==> config.mk <==
export PLATFORM = sky130hd
export DESIGN_NAME = rgb_to_hsv_pixel
export DESIGN_NICKNAME = d
export VERILOG_FILES = /design/src/hw/rtl/rgbhsv_pkg.sv /design/src/hw/rtl/rgbhsv_front.sv /design/src/hw/rtl/rgbhsv_div_cell.sv /design/src/hw/rtl/rgb_to_hsv_pixel.sv
export SDC_FILE = /design/constraint.sdc
export NUM_CORES = 1
export LEC_CHECK = 0
export BUFFER_PORTS_ARGS = -buffer_cell sky130_fd_sc_hd__buf_2
export CAP_MARGIN = 30
export CORE_MARGIN = 1.5
export CORE_UTILIZATION = 33
export CTS_CLUSTER_SIZE = 24
export DETAILED_ROUTE_END_ITERATION = 7
export PLACE_DENSITY = 0.51
export RECOVER_POWER = 25
export SYNTH_ARGS = -nofsm -noshare
export SYNTH_HDL_FRONTEND = slang
export SYNTH_SLANG_ARGS = --single-unit
==> constraint.sdc <==
create_clock -name clk -period 6 [get_ports clk]
set_input_delay 0.3 -clock clk [delete_from_list [all_inputs] [get_ports clk]]
set_output_delay 0.3 -clock clk [all_outputs]
set_load 0.01 [all_outputs]
==> src/hw/rtl/rgbhsv_pkg.sv <==
// rgbhsv_pkg: shared types and constants for the RGB to HSV pixel converter.
// No dependencies.

package rgbhsv_pkg;

	localparam int unsigned ChanW   = 8;
	localparam int unsigned Steps   = 8;
	localparam int unsigned SatNumW = 16;
	localparam int unsigned HueNumW = 14;

	localparam logic [ChanW-1:0] SatScale = 8'd255;
	localparam logic [5:0]       HueScale = 6'd43;
	localparam logic [ChanW-1:0] BaseRed   = 8'd0;
	localparam logic [ChanW-1:0] BaseGreen = 8'd85;
	localparam logic [ChanW-1:0] BaseBlue  = 8'd171;

	// Request state carried through the divider chain
	typedef struct packed {
		logic [SatNumW-1:0] rem_sat;
		logic [HueNumW-1:0] rem_hue;
		logic [ChanW-1:0]   den_sat;
		logic [ChanW-1:0]   den_hue;
		logic [ChanW-1:0]   q_sat;
		logic [ChanW-1:0]   q_hue;
		logic [ChanW-1:0]   base;
		logic               neg;
		logic [ChanW-1:0]   bright;
		logic               last;
	} div_state_t;

endpackage

==> src/hw/rtl/rgbhsv_front.sv <==
// rgbhsv_front: unpacks the pixel, finds max, min and sector, and forms both
// dividends and divisors. Depends on rgbhsv_pkg.

module rgbhsv_front (
	input  logic                    clk,
	input  logic                    arst_n,
	input  logic                    in_valid,
	output logic                    in_ready,
	input  logic [23:0]             pixel_rgb,
	input  logic                    last_in,
	output logic                    out_valid,
	input  logic                    out_ready,
	output rgbhsv_pkg::div_state_t  out_state
);
	import rgbhsv_pkg::*;

	logic [ChanW-1:0] r, g, b, mx, mn, delta, op_a, op_b, mag, base;
	logic             red_max, green_max;
	logic             valid_s1;
	div_state_t       st_n, st_s1;

	assign r = pixel_rgb[7:0];
	assign g = pixel_rgb[15:8];
	assign b = pixel_rgb[23:16];

	always_comb begin
		red_max   = (r >= g) && (r >= b);
		green_max = !red_max && (g >= b);
		mx = (r >= g) ? ((r >= b) ? r : b) : ((g >= b) ? g : b);
		mn = (r <= g) ? ((r <= b) ? r : b) : ((g <= b) ? g : b);
		delta = mx - mn;
		priority if (red_max) begin
			op_a = g;
			op_b = b;
			base = BaseRed;
		end else if (green_max) begin
			op_a = b;
			op_b = r;
			base = BaseGreen;
		end else begin
			op_a = r;
			op_b = g;
			base = BaseBlue;
		end
		mag = (op_a >= op_b) ? (op_a - op_b) : (op_b - op_a);

		st_n.rem_sat = SatNumW'(delta) * SatNumW'(SatScale);
		st_n.rem_hue = HueNumW'(mag) * HueNumW'(HueScale);
		// zero divisor only ever meets a zero dividend; 1 keeps the quotient 0
		st_n.den_sat = (mx == '0) ? ChanW'(1) : mx;
		st_n.den_hue = (delta == '0) ? ChanW'(1) : delta;
		st_n.q_sat   = '0;
		st_n.q_hue   = '0;
		st_n.base    = base;
		st_n.neg     = op_a < op_b;
		st_n.bright  = mx;
		st_n.last    = last_in;
	end

	assign in_ready = !valid_s1 || out_ready;

	always_ff @(posedge clk or negedge arst_n) begin
		if (!arst_n) begin
			valid_s1 <= 1'b0;
		end else if (in_ready) begin
			valid_s1 <= in_valid;
		end
	end

	always_ff @(posedge clk) begin
		if (in_ready && in_valid) begin
			st_s1 <= st_n;
		end
	end

	assign out_valid = valid_s1;
	assign out_state = st_s1;

endmodule

==> src/hw/rtl/rgbhsv_div_cell.sv <==
// rgbhsv_div_cell: one restoring-division step for both quotients, one bit
// per cell, registered. Depends on rgbhsv_pkg.

module rgbhsv_div_cell #(
	parameter int unsigned K = 7
) (
	input  logic                    clk,
	input  logic                    arst_n,
	input  logic                    in_valid,
	output logic                    in_ready,
	input  rgbhsv_pkg::div_state_t  in_state,
	output logic                    out_valid,
	input  logic                    out_ready,
	output rgbhsv_pkg::div_state_t  out_state
);
	import rgbhsv_pkg::*;

	logic [SatNumW-1:0] dsh_sat, dsh_hue, rem_hue_x;
	logic               valid_q;
	div_state_t         st_n, st_q;

	always_comb begin
		st_n      = in_state;
		dsh_sat   = SatNumW'(in_state.den_sat) << K;
		dsh_hue   = SatNumW'(in_state.den_hue) << K;
		rem_hue_x = SatNumW'(in_state.rem_hue);
		if (in_state.rem_sat >= dsh_sat) begin
			st_n.rem_sat  = in_state.rem_sat - dsh_sat;
			st_n.q_sat[K] = 1'b1;
		end
		if (rem_hue_x >= dsh_hue) begin
			st_n.rem_hue  = HueNumW'(rem_hue_x - dsh_hue);
			st_n.q_hue[K] = 1'b1;
		end
	end

	assign in_ready = !valid_q || out_ready;

	always_ff @(posedge clk or negedge arst_n) begin
		if (!arst_n) begin
			valid_q <= 1'b0;
		end else if (in_ready) begin
			valid_q <= in_valid;
		end
	end

	always_ff @(posedge clk) begin
		if (in_ready && in_valid) begin
			st_q <= st_n;
		end
	end

	assign out_valid = valid_q;
	assign out_state = st_q;

endmodule

==> src/hw/rtl/rgb_to_hsv_pixel.sv <==
// rgb_to_hsv_pixel: 8-bit RGB to HSV converter, top level.
// Depends on rgbhsv_pkg, rgbhsv_front and rgbhsv_div_cell.
//
//  channel | handshake            | payload
//  input   | in_valid / in_ready  | pixel_rgb[23:0], last_in
//  output  | out_valid / out_ready| hue, saturation, brightness, last_out
//
// One request per cycle sustained while out_ready is high. Stages: front stage,
// eight quotient-bit cells, output register. The divider chain is one bit per cell.
// Reset clears the valid bit of every stage. A stall at the output backs up
// stage by stage, so empty stages still fill while the output waits.

module rgb_to_hsv_pixel (
	input  logic        clk,
	input  logic        arst_n,
	input  logic        in_valid,
	output logic        in_ready,
	input  logic [23:0] pixel_rgb,
	input  logic        last_in,
	output logic        out_valid,
	input  logic        out_ready,
	output logic [7:0]  hue,
	output logic [7:0]  saturation,
	output logic [7:0]  brightness,
	output logic        last_out
);
	import rgbhsv_pkg::*;

	logic       chain_valid [Steps+1];
	logic       chain_ready [Steps+1];
	div_state_t chain_state [Steps+1];

	logic [ChanW-1:0] hue_n, hue_s10, sat_s10, bright_s10;
	logic             last_s10, valid_s10, out_stage_ready;

	rgbhsv_front u_front (
		.clk       (clk),
		.arst_n    (arst_n),
		.in_valid  (in_valid),
		.in_ready  (in_ready),
		.pixel_rgb (pixel_rgb),
		.last_in   (last_in),
		.out_valid (chain_valid[0]),
		.out_ready (chain_ready[0]),
		.out_state (chain_state[0])
	);

	for (genvar i = 0; i < Steps; i++) begin : g_cell
		rgbhsv_div_cell #(
			.K (Steps - 1 - i)
		) u_cell (
			.clk       (clk),
			.arst_n    (arst_n),
			.in_valid  (chain_valid[i]),
			.in_ready  (chain_ready[i]),
			.in_state  (chain_state[i]),
			.out_valid (chain_valid[i+1]),
			.out_ready (chain_ready[i+1]),
			.out_state (chain_state[i+1])
		);
	end

	// truncation toward zero: negate the magnitude quotient
	assign hue_n = chain_state[Steps].neg
		? chain_state[Steps].base - chain_state[Steps].q_hue
		: chain_state[Steps].base + chain_state[Steps].q_hue;

	assign out_stage_ready    = !valid_s10 || out_ready;
	assign chain_ready[Steps] = out_stage_ready;

	always_ff @(posedge clk or negedge arst_n) begin
		if (!arst_n) begin
			valid_s10 <= 1'b0;
		end else if (out_stage_ready) begin
			valid_s10 <= chain_valid[Steps];
		end
	end

	always_ff @(posedge clk) begin
		if (out_stage_ready && chain_valid[Steps]) begin
			hue_s10    <= hue_n;
			sat_s10    <= chain_state[Steps].q_sat;
			bright_s10 <= chain_state[Steps].bright;
			last_s10   <= chain_state[Steps].last;
		end
	end

	assign out_valid  = valid_s10;
	assign hue        = hue_s10;
	assign saturation = sat_s10;
	assign brightness = bright_s10;
	assign last_out   = last_s10;

	a_black_pixel: assert property (@(posedge clk) disable iff (!arst_n)
		out_valid && (brightness == 8'd0) |-> (saturation == 8'd0) && (hue == 8'd0))
		else $error("black pixel with nonzero hue or saturation");

	a_grey_pixel: assert property (@(posedge clk) disable iff (!arst_n)
		out_valid && (saturation == 8'd0) |-> (hue == 8'd0))
		else $error("zero saturation with nonzero hue");

	a_empty_accepts: assert property (@(posedge clk) disable iff (!arst_n)
		!out_valid |-> in_ready)
		else $error("input stalled while output stage is empty");

endmodule
==> results of run 1 <==
cell families (layout without fill, tap and decap cells):
kind of cell	Yosys count	after routing	share of synthesized area, %
compound gates	415	416	8.66
xor+xnor	138	138	4.00
fa+ha+maj	313	313	14.2
buf+inv	350	732	4.38
flops	592	592	58.1
mux	70	70	2.47
simple gates	494	494	8.18
metal layers:
layer	wire length [um]	vias up	global-route usage, %
met4	1950	0	4.34
met5	0	-	0
li1	-	9194	-
met1	24800	8634	14.1
met2	28500	270	21.6
met3	1750	125	1.94
placed cells by master, fill, tap and decap left out, types with 11 or more instances in the layout:
cell / instances
sky130_fd_sc_hd__ha_1: 228
sky130_fd_sc_hd__a21boi_0: 25
sky130_fd_sc_hd__inv_2: 24
sky130_fd_sc_hd__nand2b_1: 34
sky130_fd_sc_hd__xnor2_1: 75
sky130_fd_sc_hd__a31oi_1: 13
sky130_fd_sc_hd__mux2_2: 39
sky130_fd_sc_hd__nor3_1: 32
sky130_fd_sc_hd__nor2b_1: 40
sky130_fd_sc_hd__clkbuf_16: 64
sky130_fd_sc_hd__ha_4: 25
sky130_fd_sc_hd__nor2_1: 134
sky130_fd_sc_hd__edfxtp_1: 582
sky130_fd_sc_hd__clkinv_1: 11
sky130_fd_sc_hd__fa_1: 53
sky130_fd_sc_hd__mux2i_1: 21
sky130_fd_sc_hd__o21a_1: 13
sky130_fd_sc_hd__or3_1: 11
sky130_fd_sc_hd__o31ai_1: 16
sky130_fd_sc_hd__nand2_1: 109
sky130_fd_sc_hd__buf_2: 38
sky130_fd_sc_hd__inv_1: 295
sky130_fd_sc_hd__a21oi_1: 78
sky130_fd_sc_hd__nor4_1: 16
sky130_fd_sc_hd__buf_6: 18
sky130_fd_sc_hd__xor2_1: 55
sky130_fd_sc_hd__nand3_1: 12
sky130_fd_sc_hd__clkinv_2: 15
sky130_fd_sc_hd__nand4_1: 27
sky130_fd_sc_hd__a21oi_2: 26
sky130_fd_sc_hd__a21o_1: 49
sky130_fd_sc_hd__buf_4: 230
sky130_fd_sc_hd__o21ai_0: 103
path summary, 6_finish.rpt:
| path | from | end | depth (start not counted) |
|---|---|---|---|
| min reg2reg | g_cell[3].u_cell.out_state[16] | g_cell[4].u_cell.out_state[16] | 0 |
| max | pixel_rgb[9] | u_front.out_state[77] | 31 |
| max in group asynchronous | arst_n | g_cell[5].u_cell.out_valid | 2 |
| max reg2reg | g_cell[4].u_cell.out_state[66] | g_cell[5].u_cell.out_state[66] | 11 |
| min | out_ready | g_cell[7].u_cell.out_valid | 4 |
| min in group asynchronous | arst_n | u_front.out_valid | 2 |
registers in the layout (all words and copies together), names as in the netlist:
name,flops
last_out,1
out_valid,1
hue,8
u_front.out_state,59
saturation,8
brightness,8
g_cell.u_cell.out_state,498
g_cell.u_cell.out_valid,8
u_front.out_valid,1
worst max-delay path, delay by kind of cell:
family / cells / cell delay [ps]
adder cells (fa/ha/maj): 7 / 2670
AO/OA/AOI/OAI: 13 / 2180
AND/OR/NAND/NOR: 3 / 590
buffers and inverters: 6 / 430
XOR/XNOR: 2 / 360
metrics by stage:
stage / instances / TNS (ps) / worst slack [ps]
after floorplan: 2372 / -4250 / -561
after global placement: 3790 / -11560 / -916
after detailed placement: 3791 / -13150 / -1050
after CTS: 3922 / -252 / -104
after global routing: 3941 / -2630 / -410
final: 3941 / -650 / -200
layout make-up:
class                   count  share of cell area, %
multi-input cells        1431                   33.4
clock inverters            40                   1.12
inverters                 324                   3.33
flip-flops and latches    592                   47.7
well taps                1186                   4.00
repair buffers            299                   6.28
clock buffers              69                   4.19
repair_timing:
item,CTS,global route
endpoints found under the hold margin,12,0
cloned,1,3
setup buffers,18,16
hold buffers,3,0
gates resized for setup,95,69
pin swaps,40,74
endpoints found under the setup margin,12,13
==> results.md, run 1 <==
Status:
- The flow ran to the end, but the final reports show violations.
- The final reports fail on setup timing.

Worst setup path:
- The critical-path maximum fanout is 4.
- The worst setup path is launched from a primary input.
- The worst-case register-to-register setup slack is 2650 ps.
- The arrival time at the worst endpoint is 6560 ps.
- The largest single stage delay on the critical path is 570 ps.
- The element type at the critical path end is a flip-flop.
- In this design, the critical path's most frequently occurring cell is sky130_fd_sc_hd__fa_1.
- The data required time of the worst path is 6360 ps.
- For this design, the slowest cell found on the critical path is sky130_fd_sc_hd__fa_1.
- The kind of critical path is primary input to flip-flop.

Floorplanning:
- In this run the vertical extent of the chip is 307 um.
- The starting utilization of the core area is 33.3%.
- The core outline area is 91,700 sq um.
- During I/O placement, the number of pins put on the boundary was 56.
- The site row count is 111.
- The floorplan die area is 94,300 sq um.
- The die is 307 um wide.

Place:
- Buffers placed on the I/O ports in this run total 55.
- The final estimated routing congestion in global placement is 0.890.
- The placed wire-length estimate after detailed placement is 44.0 mm.
- The placed instances occupy a cell area of 34,000 sq um.

Layout:
- The final-stage net count is 3,048.
- In the final layout, the multi-input gates occupy 12,400 sq um.
- The repair_antennas step left the layout with diodes totalling 0.
- The post-route core utilization is 40.5%.
- The sequential cells in the finished layout cover a total of 17,700 sq um.
- The proportion of layout cells with a drive suffix above 1 is 22.2%.
- The number of filler cells placed in the layout is 8,504.
- After routing the design area is 37,100 sq um.
- The area growth from synthesis to layout is 21.7%.

Drt:
- The total length of routed wires is 57.0 mm.
- The via count normalized by instance count is 4.62.
- The violation count after the first detailed-routing iteration is 676.
- The first detailed-routing pass ran for 5 iterations.
- The average detailed-routed wire length per instance is 14.5 um.
- The count of vias placed by the detailed router is 18.2k.
- In the routed design, unresolved DRC markers number 0.
- The post-route antenna net violation count is 0.

Clock tree:
- The number of buffers on the longest clock path is 3.
- The clock tree from TritonCTS is yes.
- Clock-pin slew was measured on the worst setup and hold paths at 60 ps.
- For the worst-skew pair, the clock arrives at the later sink with an insertion delay of 600 ps.
- The H-tree generated during clock tree synthesis spans 2 levels.
- The cell sitting at the root of the clock tree is a sky130_fd_sc_hd__clkbuf_16.
- The number of clock sinks is 592.
- The CTS buffer count is 58.

Global route:
- The first global-routing pass estimated 92.9 mm of wire.
- Summed over all layers, the global routing overflow is 0.
- The initial antenna violation count was 0.
- The via count of the first global-routing pass is 18.9k.
- Global routing consumed, over all layers together, 11.9% of the routing resources.
- Entering global routing, the biggest net connects 70 pins.

STA:
- The worst path in the final design needs a cycle of 6200 ps, including I/O delays and setup.
- The count of final setup violators is 6.
- The number of hold violations in the final report is 0.
- The worst slew slack as a fraction of its limit is 28.8%.
- The worst hold slack after final layout is 55.8 ps.
- For this run, the top clock speed supported by timing is 161 MHz.
- At the pin with the least slew margin, the transition time is 1060 ps.
- The final worst setup slack is -200 ps.
- The number of pins with negative max-slew slack in the final report is 0.
- The worst path uses 103% of the clock period.
- Setup repair after global routing could not meet its margin everywhere.
- The worst setup skew after layout is 17.6 ps.

Synth:
- The number of flops mapped to enable cells by yosys is 582.
- The gate count of the mapped netlist is 2,372.
- By area the synthesized netlist is led by sky130_fd_sc_hd__edfxtp_1, sky130_fd_sc_hd__ha_1, sky130_fd_sc_hd__inv_1.
- The number of nets handed over by synthesis was 2,714.
- The count of yosys warnings during synthesis is 0.
- In the synthesized netlist, the cells that appear most often are sky130_fd_sc_hd__edfxtp_1, sky130_fd_sc_hd__inv_1, sky130_fd_sc_hd__ha_1.
- After synthesis the cells add up to 30,500 sq um.
- The share of synthesized registers carrying an async set or reset is 1.69%.
- Summed over all instances, the cell type with the most area after synthesis is sky130_fd_sc_hd__edfxtp_1.
- Synthesis inferred 592 register bits.
- The mean post-synth cell area is 12.9 sq um.
- The most instantiated flip-flop cell in the synthesis netlist is sky130_fd_sc_hd__edfxtp_1.
- The most used standard cell by instance count after synthesis is sky130_fd_sc_hd__edfxtp_1.
- In this run the biggest area consumer among cell types represents 57.3% of the synthesized area.
- The proportion of synthesized chip area in sequential cells is 58.1%.
- The count of different cell masters after synthesis is 79.

Job:
- The reported max-cap violation count is 0.

Hold path:
- The path class of the tightest hold or removal check is primary input to flip-flop.
Power of run 1 is left out: the tool's default activity adds up to more than one toggle a clock period on the data nets, which glitch-free logic cannot reach.
==> run 2: changes to the inputs <==
--- a/config.mk
+++ b/config.mk
@@ -5,6 +5,7 @@
 export SDC_FILE = /design/constraint.sdc
 export NUM_CORES = 1
 export LEC_CHECK = 0
+export ABC_AREA = 1
 export BUFFER_PORTS_ARGS = -buffer_cell sky130_fd_sc_hd__buf_2
 export CAP_MARGIN = 30
 export CORE_MARGIN = 1.5
==> run 2 against run 1 <==
  * The run now ends clean
  * Hold slack gained 160 ps
  * Setup slack improved by 360 ps
  * Largest cell class unchanged
  * Clock skew grew 14 ps
  * Synthesized cell count rose by 19%
  * First-iteration DRC count up 24%
  * Final area grew 2.1%
  * Via count is 8.2% higher
  * Non-clock buffer count is 2 higher
  * Global-route usage rose by 0.14 points
  * Fmax grew 6.2%
  * Register-to-register slack better by 520 ps
  * Sequential cell count did not move
==> results.md, run 2 <==
Drt:
- The average detailed-routed wire length per instance came to 13.1 um (was 14.5 um).
- The count of unresolved DRC violations after routing is 0 (unchanged).
- The count of vias placed by the detailed router is 19.7k (was 18.2k).
- The via count normalized by instance count came to 4.40 (was 4.62).
- The post-route antenna net violation count is 0 (unchanged).
- The violation count after the first detailed-routing iteration is 841 (was 676).
- The number of iterations in the first detailed-routing pass is 5 (unchanged).
- The total length of routed wires came to 58.8 mm (was 57.0 mm).

Synth:
- The net count after synthesis came to 3,168 (was 2,714).
- The total of flip-flops plus latches after synthesis is 592 (unchanged).
- The share of synthesized registers carrying an async set or reset is 1.69% (unchanged).
- The mean post-synth cell area is 11.2 sq um (was 12.9 sq um).
- Cell types occupying the most area after synthesis: sky130_fd_sc_hd__edfxtp_1, sky130_fd_sc_hd__ha_1, sky130_fd_sc_hd__inv_1 (unchanged).
- The count of different cell masters after synthesis is 57 (was 79).
- The post-synthesis instance area is 31,600 sq um (was 30,500 sq um).
- The most instantiated flip-flop cell in the synthesis netlist is sky130_fd_sc_hd__edfxtp_1 (unchanged).
- The count of yosys warnings during synthesis came to 0 (unchanged).
- List of most frequent post-synthesis cells: sky130_fd_sc_hd__edfxtp_1, sky130_fd_sc_hd__inv_1, sky130_fd_sc_hd__nand2_1 (was sky130_fd_sc_hd__edfxtp_1, sky130_fd_sc_hd__inv_1, sky130_fd_sc_hd__ha_1).
- The dominant cell type by area after synthesis is sky130_fd_sc_hd__edfxtp_1 (unchanged).
- The proportion of synthesized chip area in sequential cells was 56.2% (was 58.1%).
- The number of flops mapped to enable cells by yosys is 582 (unchanged).
- The gate count of the mapped netlist is 2,826 (was 2,372).
- The fraction of post-synthesis cell area in the top cell type by area is 55.4% (was 57.3%).
- The most used standard cell by instance count after synthesis is sky130_fd_sc_hd__edfxtp_1 (unchanged).

Floorplanning:
- The boundary pin count is 56 (unchanged).
- The starting utilization of the core area is 33.3% (about the same).
- The die span in x was 312 um (was 307 um).
- The floorplan die area is 97,500 sq um (was 94,300 sq um).
- The die span in y was 312 um (was 307 um).
- The site row count was 113 (was 111).
- The core outline area is 94,900 sq um (was 91,700 sq um).

Place:
- The placed wire-length estimate after detailed placement is 46.1 mm (was 44.0 mm).
- The total instance count after detailed placement came to 4,345 (was 3,791).
- The cell area after placement is 35,200 sq um (was 34,000 sq um).
- The number of buffer cells added on primary ports is 55 (unchanged).
- The final estimated routing congestion in global placement is 0.883 (was 0.890).

Worst setup path:
- The type of origin of the critical path was a primary input (unchanged).
- The slowest cell on the critical path is sky130_fd_sc_hd__fa_1 (unchanged).
- The critical-path maximum fanout is 4 (unchanged).
- The cell repeated most along the worst path is sky130_fd_sc_hd__fa_1 (unchanged).
- The data required time of the worst path is 6360 ps (about the same).
- The worst stage delay on the critical path is 540 ps (was 570 ps).
- The element type at the critical path end is a flip-flop (unchanged).
- The worst-case register-to-register setup slack is 3170 ps (was 2650 ps).
- The kind of critical path is primary input to flip-flop (unchanged).
- The worst flop-to-flop path startpoint was out_valid (was g_cell[4].u_cell.out_state[66]).
- The capturing point of the worst reg2reg path was u_front.out_state[55] (was g_cell[5].u_cell.out_state[66]).
- The arrival time at the worst endpoint was 6200 ps (was 6560 ps).
- The depth of the worst register-to-register path came to 14 (was 11).

Clock tree:
- The clock-pin slew reported for the worst setup and hold paths after clock tree synthesis is 60 ps (about the same).
- The insertion delay to the later sink of the worst-skew pair is 610 ps (was 600 ps).
- The number of levels in the clock H-tree is 3 (was 2).
- The number of clock sinks is 592 (unchanged).
- The root buffer cell is sky130_fd_sc_hd__clkbuf_16 (unchanged).
- The clock tree from TritonCTS is yes (unchanged).
- The CTS buffer count is 66 (was 58).
- The number of buffers on the longest clock path was 3 (unchanged).

STA:
- The achievable frequency is 171 MHz (was 161 MHz).
- The slew at the pin closest to its max-slew limit was 826 ps (was 1060 ps).
- Unrepaired setup endpoints after global routing: true (unchanged).
- The number of pins with negative max-slew slack in the final report is 0 (unchanged).
- The sum of negative setup slack is 0 ps (was -650 ps).
- The final worst-path cycle share is 97.3% (was 103%).
- The worst slew slack as a fraction of its limit is 45.0% (was 28.8%).
- The minimum period implied by the final worst setup slack was 5840 ps (was 6200 ps).
- The worst hold slack after final layout is 215 ps (was 55.8 ps).
- The number of hold violations in the final report is 0 (unchanged).
- The count of final setup violators came to 0 (was 6).
- The worst setup skew after layout is 31.5 ps (was 17.6 ps).

Global route:
- The total global routing track utilization was 12.0% (was 11.9%).
- The wire length of the first global-routing pass came to 96.4 mm (was 92.9 mm).
- The final global-route overflow total came to 0 (unchanged).
- The maximum number of pins on one net before global-route repair is 64 (was 70).
- The via count of the first global-routing pass came to 19.8k (was 18.9k).
- The initial antenna violation count is 0 (unchanged).

Layout:
- The finished layout cell area is 37,900 sq um (was 37,100 sq um).
- The proportion of layout cells with a drive suffix above 1 is 18.3% (was 22.2%).
- The post-layout instance count excluding filler cells is 4,481 (was 3,941).
- The antenna diode count was 0 (unchanged).
- The layout-stage area growth over the synthesis result is 20.1% (was 21.7%).
- The number of flip-flops under the largest register name is 498 (unchanged).
- The most common cell after layout, fill and taps aside is sky130_fd_sc_hd__edfxtp_1 (unchanged).
- Commonest cells after routing, fill and taps aside: sky130_fd_sc_hd__edfxtp_1, sky130_fd_sc_hd__inv_1, sky130_fd_sc_hd__nand2_1 (was sky130_fd_sc_hd__edfxtp_1, sky130_fd_sc_hd__inv_1, sky130_fd_sc_hd__buf_4).
- The final-stage net count is 3,509 (was 3,048).

Status:
- Status: complete, no violations (was finished with violations).

Job:
- The reported max-cap violation count is 0 (unchanged).

Hold path:
- The worst min-delay path category is primary input to asynchronous set/reset pin (was primary input to flip-flop).
[run 2: cell count changes in the layout (fill, tap and decap cells not counted), sizes merged, moves of 41 or more]
cell,before,now
a21oi,108,211
nor2b,46,1
nand2,112,413
nand3,13,71
inv,324,478
nor2,139,205
xor2,56,97
[run 2: logic make-up (layout without fill, tap and decap cells)]
logic type	Yosys count	after routing	share of synthesized area (%)
DFF	592	592	56.2
adders and majority gates	313	313	13.8
AOI/OAI and AO/OA	463	463	8.41
muxes	2	2	0.0713
buffers and inverters	505	895	6.23
xor gates and xnor gates	147	147	4.08
and+or+nand+nor	804	804	11.3
[run 2: per-layer routing]
layer  vias up  track usage [%]  routed length [um]
li1      10384                -                   -
met5         -                0                   0
met1      9005             14.6               26600
met3       114             1.95                1670
met4         0             4.15                1590
met2       220             21.6               29000
[run 2: how the worst max path moves through the flow]
stage,startpoint,to,slack [ps],cells past startpoint
after detailed placement,pixel_rgb[19],u_front.out_state[79],-630,36
after floorplan,pixel_rgb[19],u_front.out_state[79],-510,38
after CTS,pixel_rgb[19],u_front.out_state[79],10,36
after global placement,pixel_rgb[19],u_front.out_state[79],-530,38
final,pixel_rgb[13],u_front.out_state[79],160,36
after global routing,pixel_rgb[19],u_front.out_state[79],-110,38
[run 2: per-stage QoR]
step / setup WS, ps / utilization (%)
after global routing: -105 / 40.0
final: 165 / 40.0
after global placement: -534 / 37.1
after CTS: 13.9 / 39.4
after floorplan: -508 / -
after detailed placement: -633 / 37.1
[run 2: layout make-up]
class / count / area, sq um
fillers: 9182 / 57000
flip-flops and latches: 592 / 17700
multi-input cells: 1729 / 12500
repair buffers: 301 / 2200
inverters: 477 / 1800
clock buffers: 82 / 1750
well taps: 1265 / 1580
clock inverters: 35 / 385
[run 2: critical path, delay by kind of cell]
| family | cells | cell delay [ps] |
|---|---|---|
| AND/OR/NAND/NOR | 10 | 1050 |
| buffers and inverters | 9 | 660 |
| XOR/XNOR | 2 | 310 |
| AO/OA/AOI/OAI | 7 | 750 |
| adder cells (fa/ha/maj) | 8 | 3130 |
[run 2: what timing repair did]
action | CTS | global route
endpoints found under the hold margin | 13 | 0
resized for setup | 0 | 109
hold buffers | 4 | 0
buffers inserted | 0 | 15
setup endpoints to repair | 0 | 15
Power of run 2 is left out for the same reason.
